`config.mk`:
```
export PLATFORM = sky130hd
export DESIGN_NAME = log_record_deframer
export DESIGN_NICKNAME = d
export VERILOG_FILES = /design/src/design/lrd_pkg.sv /design/src/design/lrd_parser.sv /design/src/design/lrd_out_skid.sv /design/src/design/log_record_deframer.sv
export SDC_FILE = /design/constraint.sdc
export NUM_CORES = 1
export LEC_CHECK = 0
export ABC_AREA = 1
export BUFFER_PORTS_ARGS = -buffer_cell sky130_fd_sc_hd__buf_2
export CAP_MARGIN = 20
export CELL_PAD_IN_SITES_DETAIL_PLACEMENT = 0
export CELL_PAD_IN_SITES_GLOBAL_PLACEMENT = 2
export CORE_MARGIN = 1
export CORE_UTILIZATION = 34
export CTS_BUF_LIST = sky130_fd_sc_hd__clkbuf_4 sky130_fd_sc_hd__clkbuf_8
export CTS_CLUSTER_DIAMETER = 150
export DETAILED_ROUTE_END_ITERATION = 6
export PLACE_DENSITY_LB_ADDON = 0.1
export RECOVER_POWER = 50
export SLEW_MARGIN = 20
export SYNTH_ARGS = -nofsm -noshare
export SYNTH_HDL_FRONTEND = slang
export SYNTH_SLANG_ARGS = --single-unit
export TNS_END_PERCENT = 10
```
`constraint.sdc`:
```
create_clock -name clk -period 4.4 [get_ports clk]
set_clock_uncertainty 0.1 [all_clocks]
set_input_delay 0.66 -clock clk [delete_from_list [all_inputs] [get_ports clk]]
set_output_delay 0.66 -clock clk [all_outputs]
set_load 0.005 [all_outputs]
```
`src/design/lrd_pkg.sv`:
```
// ----------------------------------------------------------------------------
// lrd_pkg
// types, codes and the crc-32c byte update shared by the record deframer
// ----------------------------------------------------------------------------
package lrd_pkg;

  localparam int unsigned DATA_W      = 8;
  localparam int unsigned IN_USER_W   = 1;
  localparam int unsigned OUT_USER_W  = 4;
  localparam int unsigned CFG_ADDR_W  = 3;
  localparam int unsigned CFG_DATA_W  = 32;
  localparam int unsigned MAX_CFG_W   = 25;
  localparam int unsigned HDR_CNT_W   = 3;
  localparam int unsigned LEN_FIELD_W = 32;

  // reset value of max_record_bytes and default hard ceiling
  localparam int unsigned MAX_RECORD_DEFAULT = 16777216;
  localparam int unsigned MAX_CFG_VALUE      = (1 << MAX_CFG_W) - 1;

  localparam logic [31:0] CRC_POLY = 32'h82F6_3B78;
  localparam logic [31:0] CRC_INIT = 32'hFFFF_FFFF;

  // register select on paddr[2]
  localparam logic REG_MAX_RECORD = 1'b0;
  localparam logic REG_SKIP       = 1'b1;

  // input kind carried in tuser
  localparam logic MODE_DATA = 1'b0;
  localparam logic MODE_EOL  = 1'b1;

  typedef enum logic [2:0] {
    ST_OK      = 3'd0,
    ST_SIZE    = 3'd1,
    ST_CRC     = 3'd2,
    ST_SKIPPED = 3'd3,
    ST_TRUNC   = 3'd4,
    ST_EOL     = 3'd5
  } status_t;

  typedef struct packed {
    logic [DATA_W-1:0] payload_byte;
    logic              payload_valid;
    logic              record_end;
    status_t           status;
  } lrd_result_t;

  typedef struct packed {
    logic [MAX_CFG_W-1:0] max_record_bytes;
    logic                 skip_corrupt;
  } lrd_cfg_t;

  // reflected crc-32c, one byte, eight shift steps
  function automatic logic [31:0] crc32c_byte(logic [31:0] crc, logic [DATA_W-1:0] b);
    logic [31:0] c;
    c = crc ^ {24'd0, b};
    for (int i = 0; i < 8; i++) begin
      c = c[0] ? ((c >> 1) ^ CRC_POLY) : (c >> 1);
    end
    return c;
  endfunction

endpackage

```
`src/design/lrd_parser.sv`:
```
// ----------------------------------------------------------------------------
// lrd_parser
// header collection, length check, payload count and running crc-32c
// ----------------------------------------------------------------------------
module lrd_parser #(
  parameter int unsigned MAX_RECORD_LIMIT = lrd_pkg::MAX_RECORD_DEFAULT
) (
  input  logic                        clk,
  input  logic                        rst_n,
  input  logic                        word_fire,
  input  logic                        mode,
  input  logic [lrd_pkg::DATA_W-1:0]  data_byte,
  input  lrd_pkg::lrd_cfg_t           cfg,
  output logic                        res_valid,
  output lrd_pkg::lrd_result_t        res
);
  import lrd_pkg::*;

  // the register can never exceed its own width, so neither can a length
  localparam int unsigned EFF_LIMIT =
    (MAX_RECORD_LIMIT < MAX_CFG_VALUE) ? MAX_RECORD_LIMIT : MAX_CFG_VALUE;
  localparam int unsigned LEN_W = $clog2(EFF_LIMIT + 1);
  localparam logic [LEN_FIELD_W-1:0] LIMIT_W = LEN_FIELD_W'(MAX_RECORD_LIMIT);

  logic                   in_payload_r, in_payload_nxt;
  logic [HDR_CNT_W-1:0]   header_count_r, header_count_nxt;
  logic [LEN_FIELD_W-1:0] record_length_r, record_length_nxt;
  logic [31:0]            stored_crc_r, stored_crc_nxt;
  logic [31:0]            running_crc_r, running_crc_nxt;
  logic [LEN_W-1:0]       bytes_left_r, bytes_left_nxt;

  logic [LEN_FIELD_W-1:0] lim;
  logic [31:0]            crc_upd;
  logic [4:0]             sh;

  always_comb begin
    lim = {{(LEN_FIELD_W-MAX_CFG_W){1'b0}}, cfg.max_record_bytes};
    if (lim > LIMIT_W) begin
      lim = LIMIT_W;
    end
  end

  assign crc_upd = crc32c_byte(running_crc_r, data_byte);
  assign sh      = {header_count_r[1:0], 3'b000};

  always_comb begin
    in_payload_nxt    = in_payload_r;
    header_count_nxt  = header_count_r;
    record_length_nxt = record_length_r;
    stored_crc_nxt    = stored_crc_r;
    running_crc_nxt   = running_crc_r;
    bytes_left_nxt    = bytes_left_r;
    res_valid         = 1'b0;
    res               = '{payload_byte: '0, payload_valid: 1'b0,
                          record_end: 1'b1, status: ST_OK};
    if (word_fire) begin
      if (mode == MODE_EOL) begin
        in_payload_nxt   = 1'b0;
        header_count_nxt = '0;
        bytes_left_nxt   = '0;
        res_valid        = 1'b1;
        res.status       = in_payload_r ? ST_TRUNC : ST_EOL;
      end else if (!in_payload_r) begin
        if (!header_count_r[2]) begin
          record_length_nxt = (record_length_r & ~(32'hFF << sh))
                              | ({24'd0, data_byte} << sh);
        end else begin
          stored_crc_nxt = (stored_crc_r & ~(32'hFF << sh))
                           | ({24'd0, data_byte} << sh);
        end
        header_count_nxt = header_count_r + 1'b1;
        // last header byte: length is already complete
        if (header_count_r == '1) begin
          if (record_length_r == '0 || record_length_r > lim) begin
            res_valid  = 1'b1;
            res.status = ST_SIZE;
          end else begin
            in_payload_nxt  = 1'b1;
            bytes_left_nxt  = record_length_r[LEN_W-1:0];
            running_crc_nxt = CRC_INIT;
          end
        end
      end else begin
        running_crc_nxt   = crc_upd;
        bytes_left_nxt    = bytes_left_r - 1'b1;
        res_valid         = 1'b1;
        res.payload_byte  = data_byte;
        res.payload_valid = 1'b1;
        res.record_end    = 1'b0;
        if (bytes_left_r == LEN_W'(1)) begin
          in_payload_nxt = 1'b0;
          res.record_end = 1'b1;
          if (~crc_upd == stored_crc_r) begin
            res.status = ST_OK;
          end else begin
            res.status = cfg.skip_corrupt ? ST_SKIPPED : ST_CRC;
          end
        end
      end
    end
  end

  always_ff @(posedge clk) begin
    if (!rst_n) begin
      in_payload_r    <= 1'b0;
      header_count_r  <= '0;
      record_length_r <= '0;
      stored_crc_r    <= '0;
      running_crc_r   <= CRC_INIT;
      bytes_left_r    <= '0;
    end else begin
      in_payload_r    <= in_payload_nxt;
      header_count_r  <= header_count_nxt;
      record_length_r <= record_length_nxt;
      stored_crc_r    <= stored_crc_nxt;
      running_crc_r   <= running_crc_nxt;
      bytes_left_r    <= bytes_left_nxt;
    end
  end

  // a payload always has at least one byte still to come
  a_payload_count: assert property (@(posedge clk) disable iff (!rst_n)
    in_payload_r |-> bytes_left_r != '0)
    else $error("payload state with zero bytes left");

  // only payload bytes may leave record_end low
  a_end_on_event: assert property (@(posedge clk) disable iff (!rst_n)
    res_valid && !res.payload_valid |-> res.record_end)
    else $error("event result without record_end");

  // end of log always restarts header parsing
  a_eol_restart: assert property (@(posedge clk) disable iff (!rst_n)
    word_fire && mode == MODE_EOL |=> !in_payload_r && header_count_r == '0)
    else $error("parser not back at header after end of log");

endmodule

```
`src/design/lrd_out_skid.sv`:
```
// ----------------------------------------------------------------------------
// lrd_out_skid
// two-entry result buffer: output register plus skid stage
// ----------------------------------------------------------------------------
module lrd_out_skid (
  input  logic                 clk,
  input  logic                 rst_n,
  input  logic                 push,
  input  lrd_pkg::lrd_result_t push_data,
  output logic                 can_accept,
  output logic                 out_valid,
  input  logic                 out_ready,
  output lrd_pkg::lrd_result_t out_data
);
  import lrd_pkg::*;

  logic        out_valid_r, skid_valid_r;
  lrd_result_t out_data_r, skid_data_r;
  logic        pop;

  assign pop        = out_valid_r && out_ready;
  assign can_accept = !skid_valid_r;
  assign out_valid  = out_valid_r;
  assign out_data   = out_data_r;

  always_ff @(posedge clk) begin
    if (!rst_n) begin
      out_valid_r  <= 1'b0;
      skid_valid_r <= 1'b0;
    end else if (skid_valid_r) begin
      if (pop) begin
        skid_valid_r <= 1'b0;
      end
    end else if (push) begin
      if (out_valid_r && !pop) begin
        skid_valid_r <= 1'b1;
      end else begin
        out_valid_r <= 1'b1;
      end
    end else if (pop) begin
      out_valid_r <= 1'b0;
    end
  end

  always_ff @(posedge clk) begin
    if (skid_valid_r) begin
      if (pop) begin
        out_data_r <= skid_data_r;
      end
    end else if (push) begin
      if (out_valid_r && !pop) begin
        skid_data_r <= push_data;
      end else begin
        out_data_r <= push_data;
      end
    end
  end

  // the skid stage only fills behind a full output register
  a_skid_behind_out: assert property (@(posedge clk) disable iff (!rst_n)
    skid_valid_r |-> out_valid_r)
    else $error("skid entry without output entry");

  // no result may arrive while both entries are taken
  a_no_overflow: assert property (@(posedge clk) disable iff (!rst_n)
    push |-> !skid_valid_r)
    else $error("result pushed into full buffer");

  // a full skid stage moves up as soon as the output drains
  a_skid_moves: assert property (@(posedge clk) disable iff (!rst_n)
    skid_valid_r && pop |=> out_valid_r && !skid_valid_r)
    else $error("skid entry lost on drain");

endmodule

```
`src/design/log_record_deframer.sv`:
```
// ----------------------------------------------------------------------------
// log_record_deframer
// splits a log byte stream into length / crc-32c framed records
// ----------------------------------------------------------------------------
//
//  port group | direction | carries
//  -----------+-----------+-----------------------------------------------
//  in_*       | sink      | one log byte, or an end-of-log marker
//  out_*      | source    | payload byte or record / stream status
//  p*         | apb slave | max_record_bytes at 0x0, skip_corrupt at 0x4
//
//  one word is taken per cycle while in_tready is high; every word is parsed in the cycle it is
//  accepted and its result, if any, is registered for the output side
//  the crc-32c byte update (eight xor steps) and the length compare set the
//  critical combinational path
//  a two-entry output buffer lets a word in while a result waits; in_tready
//  drops only when both entries are full
//  rst_n is synchronous: parser returns to header state, crc to all ones,
//  registers to their defaults (16777216 and 0)
//
module log_record_deframer #(
  parameter int unsigned MAX_RECORD_LIMIT = lrd_pkg::MAX_RECORD_DEFAULT
) (
  input  logic                               clk,
  input  logic                               rst_n,
  // input stream
  input  logic                               in_tvalid,
  output logic                               in_tready,
  input  logic [lrd_pkg::DATA_W-1:0]         in_tdata,   // [7:0] data_byte
  input  logic [lrd_pkg::IN_USER_W-1:0]      in_tuser,   // [0] mode
  // result stream
  output logic                               out_tvalid,
  input  logic                               out_tready,
  output logic [lrd_pkg::DATA_W-1:0]         out_tdata,  // [7:0] payload_byte
  output logic [lrd_pkg::OUT_USER_W-1:0]     out_tuser,  // [0] payload_valid, [3:1] status
  output logic                               out_tlast,  // record_end
  // configuration
  input  logic                               psel,
  input  logic                               penable,
  input  logic                               pwrite,
  input  logic [lrd_pkg::CFG_ADDR_W-1:0]     paddr,
  input  logic [lrd_pkg::CFG_DATA_W-1:0]     pwdata,
  output logic [lrd_pkg::CFG_DATA_W-1:0]     prdata,
  output logic                               pready
);
  import lrd_pkg::*;

  logic                 rd_max_sel;
  logic [MAX_CFG_W-1:0] max_record_bytes_r;
  logic                 skip_corrupt_r;
  logic                 cfg_wr;
  lrd_cfg_t             cfg;

  logic        word_fire;
  logic        res_valid;
  lrd_result_t res;
  lrd_result_t out_res;

  // ---- configuration registers ----
  assign pready = 1'b1;
  assign cfg_wr = psel && penable && pwrite && pready;

  always_ff @(posedge clk) begin
    if (!rst_n) begin
      max_record_bytes_r <= MAX_CFG_W'(MAX_RECORD_DEFAULT);
      skip_corrupt_r     <= 1'b0;
    end else if (cfg_wr) begin
      unique case (paddr[2])
        REG_MAX_RECORD: max_record_bytes_r <= pwdata[MAX_CFG_W-1:0];
        REG_SKIP:       skip_corrupt_r     <= pwdata[0];
        default:        ;
      endcase
    end
  end

  // register select for the read mux
  assign rd_max_sel = (paddr[2] == REG_MAX_RECORD);

  always_comb begin
    if (rd_max_sel) begin
      prdata = {{(CFG_DATA_W-MAX_CFG_W){1'b0}}, max_record_bytes_r};
    end else begin
      prdata = {{(CFG_DATA_W-1){1'b0}}, skip_corrupt_r};
    end
  end

  assign cfg = '{max_record_bytes: max_record_bytes_r, skip_corrupt: skip_corrupt_r};

  // ---- parse one word per accepted beat ----
  assign word_fire = in_tvalid && in_tready;

  lrd_parser #(
    .MAX_RECORD_LIMIT (MAX_RECORD_LIMIT)
  ) u_parser (
    .clk       (clk),
    .rst_n     (rst_n),
    .word_fire (word_fire),
    .mode      (in_tuser[0]),
    .data_byte (in_tdata),
    .cfg       (cfg),
    .res_valid (res_valid),
    .res       (res)
  );

  // ---- result buffer decouples the two stream sides ----
  lrd_out_skid u_out (
    .clk        (clk),
    .rst_n      (rst_n),
    .push       (res_valid),
    .push_data  (res),
    .can_accept (in_tready),
    .out_valid  (out_tvalid),
    .out_ready  (out_tready),
    .out_data   (out_res)
  );

  assign out_tdata = out_res.payload_byte;
  assign out_tuser = {out_res.status, out_res.payload_valid};
  assign out_tlast = out_res.record_end;

  // forwarded bytes never carry a stream event status
  a_payload_status: assert property (@(posedge clk) disable iff (!rst_n)
    out_tvalid && out_res.payload_valid |->
      out_res.status == ST_OK || out_res.status == ST_CRC ||
      out_res.status == ST_SKIPPED)
    else $error("payload byte with event status");

  // a non-final payload byte always reports ok
  a_mid_ok: assert property (@(posedge clk) disable iff (!rst_n)
    out_tvalid && !out_tlast |-> out_res.payload_valid && out_res.status == ST_OK)
    else $error("mid-record result not a clean payload byte");

  // a config write takes effect on the next cycle
  a_cfg_write: assert property (@(posedge clk) disable iff (!rst_n)
    cfg_wr && paddr[2] == REG_SKIP |=> skip_corrupt_r == $past(pwdata[0]))
    else $error("skip_corrupt not written");

endmodule

```
# Word level (Yosys, flattened, before mapping)
# Cells that the tools add are included.
[totals]
n_memories = 0
latch_bits = 0
rom_bits = 0
output_inout_bits = 48
elab_cells = 127
ram_bits = 0
inputBits = 51
regBits = 179
[classes]
reduce_logical = 23
bitwise = 20
n_mux = 51
addsub = 2
n_eq_ne = 9
div = 0
n_shift = 2
mul = 0
magnitude_cmp = 2
[ops]
columns = ["operator", "count"]
rows = [
  ["32-bit two-way mux", 11],
  ["25-bit two-way mux", 6],
  ["16-bit NOT with 17-bit output", 8],
  ["13-bit two-way mux", 5],
  ["32-bit bitwise AND", 2],
  ["32-bit NOT", 2],
  ["32-bit bitwise OR", 2],
  ["32-bit == test", 1],
  ["32-bit greater-than comparator", 1],
  ["32-bit zero test", 1],
  ["8-bit by 5-bit << shifter with 32-bit output", 1],
  ["8-bit by 5-bit << shifter with 32-bit output (first input constant)", 1],
  ["32-bit by 8-bit bitwise XOR with 32-bit output", 1],
  ["25-bit by 1-bit == test with 1-bit output (second input constant)", 1],
  ["25-bit greater-than comparator (second input constant)", 1],
  ["25-bit by 1-bit subtractor with 25-bit output (second input constant)", 1],
  ["1-bit two-way mux", 20],
  ["10-bit two-way mux", 2],
  ["3-bit two-way mux", 6],
  ["3-bit AND reduction", 4],
  ["4-bit AND reduction", 3],
  ["2-bit != test (second input constant)", 3],
  ["2-bit AND reduction", 3],
  ["2-bit nonzero test", 3],
  ["10 further kinds", 20],
]

# Logic depth before layout (Yosys ltp)
[depth]
word_depth = 27
mapped_depth = 24
mapped_depth_nobuf = 23

# By module
# A second synthesis with hierarchy kept.
[hier_totals]
hier_cells = 1827
hier_area_um2 = 11588.6
[by_module_without_submodules]
columns = ["mod", "area_per_inst_um2", "n_inst", "seq_area_each_um2", "cells_per_inst"]
rows = [
  ["lrd_parser", 9058.7, 1, 2502.4, 1504],
  ["log_record_deframer", 1425.1, 1, 520.5, 234],
  ["lrd_out_skid", 1104.8, 1, 820.8, 89],
]

# Worst setup path after synthesis
# OpenSTA, ideal clock, no wires.
[synth_timing]
path_kind = "register to register"
from = "register max_record_bytes_r[6]"
to = "register u_out.out_data_r (netlist bit u_out.out_data[0]) (enable)"
t_required_ns = 3.913
arrival_ns = 3.190
slack_ns = 0.722
setup_ns = 0.387
synth_period_minus_slack_ns = 3.678
path_stages_with_launch = 19
n_path_buf = 1
path_cell_list = "dfxtp_1 > inv_1 > nand4_1 > nor4_1 > nand3_1 > nand2_1 > clkbuf_1 > nand2_1 > ha_1 > nand4_1 > nor4_1 > o21ai_0 > nand2_1 > nand2_1 > nand2_1 > nand2_1 > nand2_1 > nand2_1 > a21oi_1"
[synth_via]
elab_chain_len = 11
[synth_lines]
columns = ["element", "line", "rtl"]
rows = [
  ["start, declared", "log_record_deframer.sv:49", "logic [MAX_CFG_W-1:0] max_record_bytes_r;"],
  ["start signal, assigned", "log_record_deframer.sv:65", "max_record_bytes_r <= MAX_CFG_W'(MAX_RECORD_DEFAULT);"],
  ["start signal, assigned", "log_record_deframer.sv:69", "REG_MAX_RECORD: max_record_bytes_r <= pwdata[MAX_CFG_W-1:0];"],
  ["25-bit greater-than comparator", "lrd_parser.sv:38", "if (lim > LIMIT_W) begin"],
  ["25-bit two-way mux (*)", "lrd_parser.sv:38", ""],
  ["32-bit greater-than comparator (*)", "lrd_parser.sv:74", "if (record_length_r == '0 || record_length_r > lim) begin"],
  ["1-bit logical OR (*)", "lrd_parser.sv:74", ""],
  ["1-bit two-way mux (*)", "lrd_parser.sv:74", ""],
  ["1-bit two-way mux (*)", "lrd_parser.sv:73", "if (header_count_r == '1) begin"],
  ["1-bit two-way mux (*)", "lrd_parser.sv:63", "end else if (!in_payload_r) begin"],
  ["1-bit two-way mux (*)", "lrd_parser.sv:57", "if (mode == MODE_EOL) begin"],
  ["1-bit two-way mux (*)", "lrd_parser.sv:56", "if (word_fire) begin"],
  ["2-bit nonzero test (no line) (*)", "--", ""],
  ["3-bit AND reduction (no line) (*)", "--", ""],
  ["end signal, assigned", "lrd_out_skid.sv:48", "out_data_r <= skid_data_r;"],
  ["end signal, assigned", "lrd_out_skid.sv:54", "out_data_r <= push_data;"],
  ["end, declared", "lrd_out_skid.sv:18", "lrd_result_t out_data_r, skid_data_r;"],
]
# Mark *: on every way between the ends. The rest lies on a longest branch, timed or not.
# A chain may end at the register's enable or synchronous reset.

# Final worst setup path
[layout_timing]
from = "register u_parser.in_payload_r"
to = "register u_parser.running_crc_r[13]"
[layout_via]
elab_chain_len = 2
elab_cells_between_ends = 4
cone_classes = "1 x eq/ne; 1 x mux; 2 x reduce/logical"
[layout_lines]
columns = ["element", "line", "rtl"]
rows = [
  ["start, declared", "lrd_parser.sv:25", "logic in_payload_r, in_payload_nxt;"],
  ["start signal, assigned", "lrd_parser.sv:112", "in_payload_r <= in_payload_nxt;"],
  ["2-bit by 1-bit != test with 1-bit output (no line) or 2-bit nonzero test (tied branches)", "--", ""],
  ["4-bit AND reduction (no line)", "--", ""],
  ["end signal, assigned", "lrd_parser.sv:116", "running_crc_r <= running_crc_nxt;"],
  ["end, declared", "lrd_parser.sv:29", "logic [31:0] running_crc_r, running_crc_nxt;"],
]
# Several ways; a longest one is shown, not always the timed one.

==> results_dict.tcl <==
set metrics [dict create \
    status "complete, no violations" \
    startpoint_type "flip-flop" \
    grt_util_all_layers 0.238 \
    fin_crit_ps 4070 \
    routed_via_density 4.85 \
    relSlewSlack 0.0359 \
    drt_wl_total_mm 39.6 \
    cp_cell_sequence "clkbuf_1, inv_1, nor2_1, inv_1, nor2_1, clkinv_1, o21ai_2, buf_12, inv_1, nand2_1, nand3_1" \
    core_um2 32800 \
    die_h_um 185 \
    vias 11100 \
    drv_slew 0 \
    initial_core_util 0.349 \
    crit_type "reg2reg" \
    instances_no_fill 2286 \
    synthCells 1786 \
    grt_overflow_total 0 \
    crit_top_cell "inv_1" \
    setup_violations 0 \
    clockBufferDepth 2 \
    critPathSlowestCell "clkbuf_1" \
    yosysWarnings 0 \
    area_delta_synth_final_pct 9.61 \
    path_buf_inv 6 \
    place_inst 2254 \
    grt_first_pass_wirelength_mm 60.6 \
    cts_root_buffer "clkbuf_8" \
    tightestPinTransition_ps 1450 \
    yosysTopAreaCellShare 0.268 \
    h-tree-depth 4 \
    grt_max_degree 49 \
    p_per_area_nw_per_um2 295 \
    cts_tree "built" \
    die_w_um 185 \
    fmax_mhz 246 \
    cts-buffers-inserted 17 \
    cp-end-kind "flip-flop" \
    dp_hpwl_mm 30.3 \
    num-nets-final 1914 \
    wl_per_cell_um 17.3 \
    drive_gt1_frac 0.0944 \
    ys_types 39 \
    tns_ps 0 \
    gp_congestion 0.946 \
    insertedDiodeCount 0 \
    synth-seq-cells 179 \
    first_iter_violations 666 \
    core.rowCount 66 \
    insertion_delay_ps 500 \
    die_area_um2 34400 \
    cap_violations 0 \
    power_w 0.00370 \
    synth.area.top_cells "dfxtp_1 (27%), nand2_1 (16%), inv_1 (7.9%), nand3_1 (7.5%), edfxtp_1 (6.8%)" \
    fillers 3658 \
    syn_area_per_cell_um2 6.40 \
    vdd_drop_max_v 0.000195 \
    clock_sinks 179 \
    firstDrtPassIters 4 \
    critPathRequiredTime_ps 4670 \
    clk_pin_slew_ps 100 \
    synth.cell_area_um2 11400 \
    path_delay_family "buffers and inverters" \
    leakage_nw 5.71 \
    path_max_fanout 43 \
    num_io_pins 99 \
    seq_area_frac_synth 0.336 \
    cp_data_arrival_time_ps 4340 \
    synth_top_area_cell "dfxtp_1" \
    hold_class "in2reg" \
    drc 0 \
    ant_nets 0 \
    hold_violations 0 \
    post-route-period-util 0.924 \
    port-buffer-count 81 \
    rsz0062_at_grt "false" \
    critPathMaxStageDelay_ps 1050 \
    grt_pass1_vias 10200 \
    antenna_found_initial 0 \
]
-- cell usage in the layout, fill, tap and decap left out, drive strengths merged --
master / count
dfxtp: 153
a31oi: 2
clkbuf: 58
bufinv: 2
ha: 32
nor2: 174
a211oi: 3
buf: 64
clkinvlp: 2
and3: 3
a21oi: 95
edfxtp: 26
nand2: 528
nand3b: 3
or2: 11
xnor2: 7
nor3: 10
xor2: 20
o21a: 2
o22ai: 80
o211ai: 2
inv: 257
nor4: 12
o221ai: 1
o21ai: 92
clkinv: 6
nand3: 175
nand4: 16
conb: 8
-- metrics by stage --
stage                     hold slack [ps]  utilization  setup WS (ps)  instance area [um2]
after floorplan                       333            -            722                11500
after global placement                357        0.371            352                12200
after detailed placement              367        0.371            320                12200
after CTS                             270        0.384            310                12600
after global routing                  296        0.382           24.0                12500
final                                 310        0.382            334                12500
-- per-layer routing --
metal  global-route usage  part of all wire
met2                0.393              0.46
met4               0.0955             0.034
met5                    0                 0
met3               0.0379             0.039
met1                0.307              0.47
-- flip-flops by register name, indices dropped and copies added, names as in the netlist --
| register | cells |
|---|---|
| max_record_bytes_r | 25 |
| skip_corrupt_r | 1 |
| u_out.out_data | 13 |
| u_out.out_valid | 1 |
| u_out.skid_data_r | 13 |
| u_out.skid_valid_r | 1 |
| u_parser.bytes_left_r | 25 |
| u_parser.header_count_r | 3 |
| u_parser.in_payload_r | 1 |
| u_parser.record_length_r | 32 |
| u_parser.running_crc_r | 32 |
| u_parser.stored_crc_r | 32 |
-- power by group --
group / switching (W) / total, W / internal [W]
registers: 0.0000182 / 0.00170 / 0.00168
clock network: 0.000702 / 0.00124 / 0.000537
logic: 0.000540 / 0.000761 / 0.000221
-- kinds of logic after synthesis --
logic type               Yosys count  share of synthesized area
XOR/XNOR                          27                     0.0213
other                              2                   0.000657
buffers and inverters            337                      0.123
AND/OR/NAND/NOR                  932                      0.352
AO/OA/AOI/OAI                    277                      0.132
flip-flops                       179                      0.336
adder cells (fa/ha/maj)           32                     0.0350
-- final timing paths --
kind                                                   start                      endpoint  slack [ps]  depth (start not counted)
worst max-delay path                   u_parser.in_payload_r    u_parser.running_crc_r[13]         330                         11
worst min-delay path                              pwdata[24]        max_record_bytes_r[24]         310                          3
worst max register to register         u_parser.in_payload_r    u_parser.running_crc_r[13]         330                         11
worst min register to register  u_parser.record_length_r[29]  u_parser.record_length_r[29]         380                          2
-- worst min-delay path, delay by kind of cell --
family,cells,cell delay (ps)
compound gates,2,120
buf+inv,1,80
-- synthesized netlist by cell type, drive strengths merged --
| cell | n |
|---|---|
| o21ai | 92 |
| clkbuf | 49 |
| or2 | 11 |
| a31oi | 2 |
| nor4 | 12 |
| dfxtp | 153 |
| nand2 | 528 |
| o22ai | 80 |
| edfxtp | 26 |
| o211ai | 2 |
| nand4 | 16 |
| nand3b | 3 |
| a21oi | 95 |
| o221ai | 1 |
| nor2 | 174 |
| and3 | 3 |
| clkinv | 3 |
| nand3 | 175 |
| nor3 | 10 |
| xnor2 | 7 |
| o21a | 2 |
| a211oi | 3 |
| buf | 35 |
| ha | 32 |
| inv | 250 |
| conb | 2 |
| xor2 | 20 |
-- repair_timing --
action,4_1_cts,5_1_grt
setup endpoints to repair,0,20
gates resized for setup,0,1
hold buffers,0,0
setup buffers,0,0
-- area by class of cell --
class,instances,area (um2),share of cell area
Sequential cell,179,3840,0.307
Inverter,253,952,0.0760
Timing Repair Buffer,104,557,0.0444
Clock buffer,18,248,0.0198
Tap cell,442,553,0.0441
Clock inverter,14,165,0.0132
Multi-Input combinational cell,1276,6210,0.496
Power figures use the tool's default switching activity.
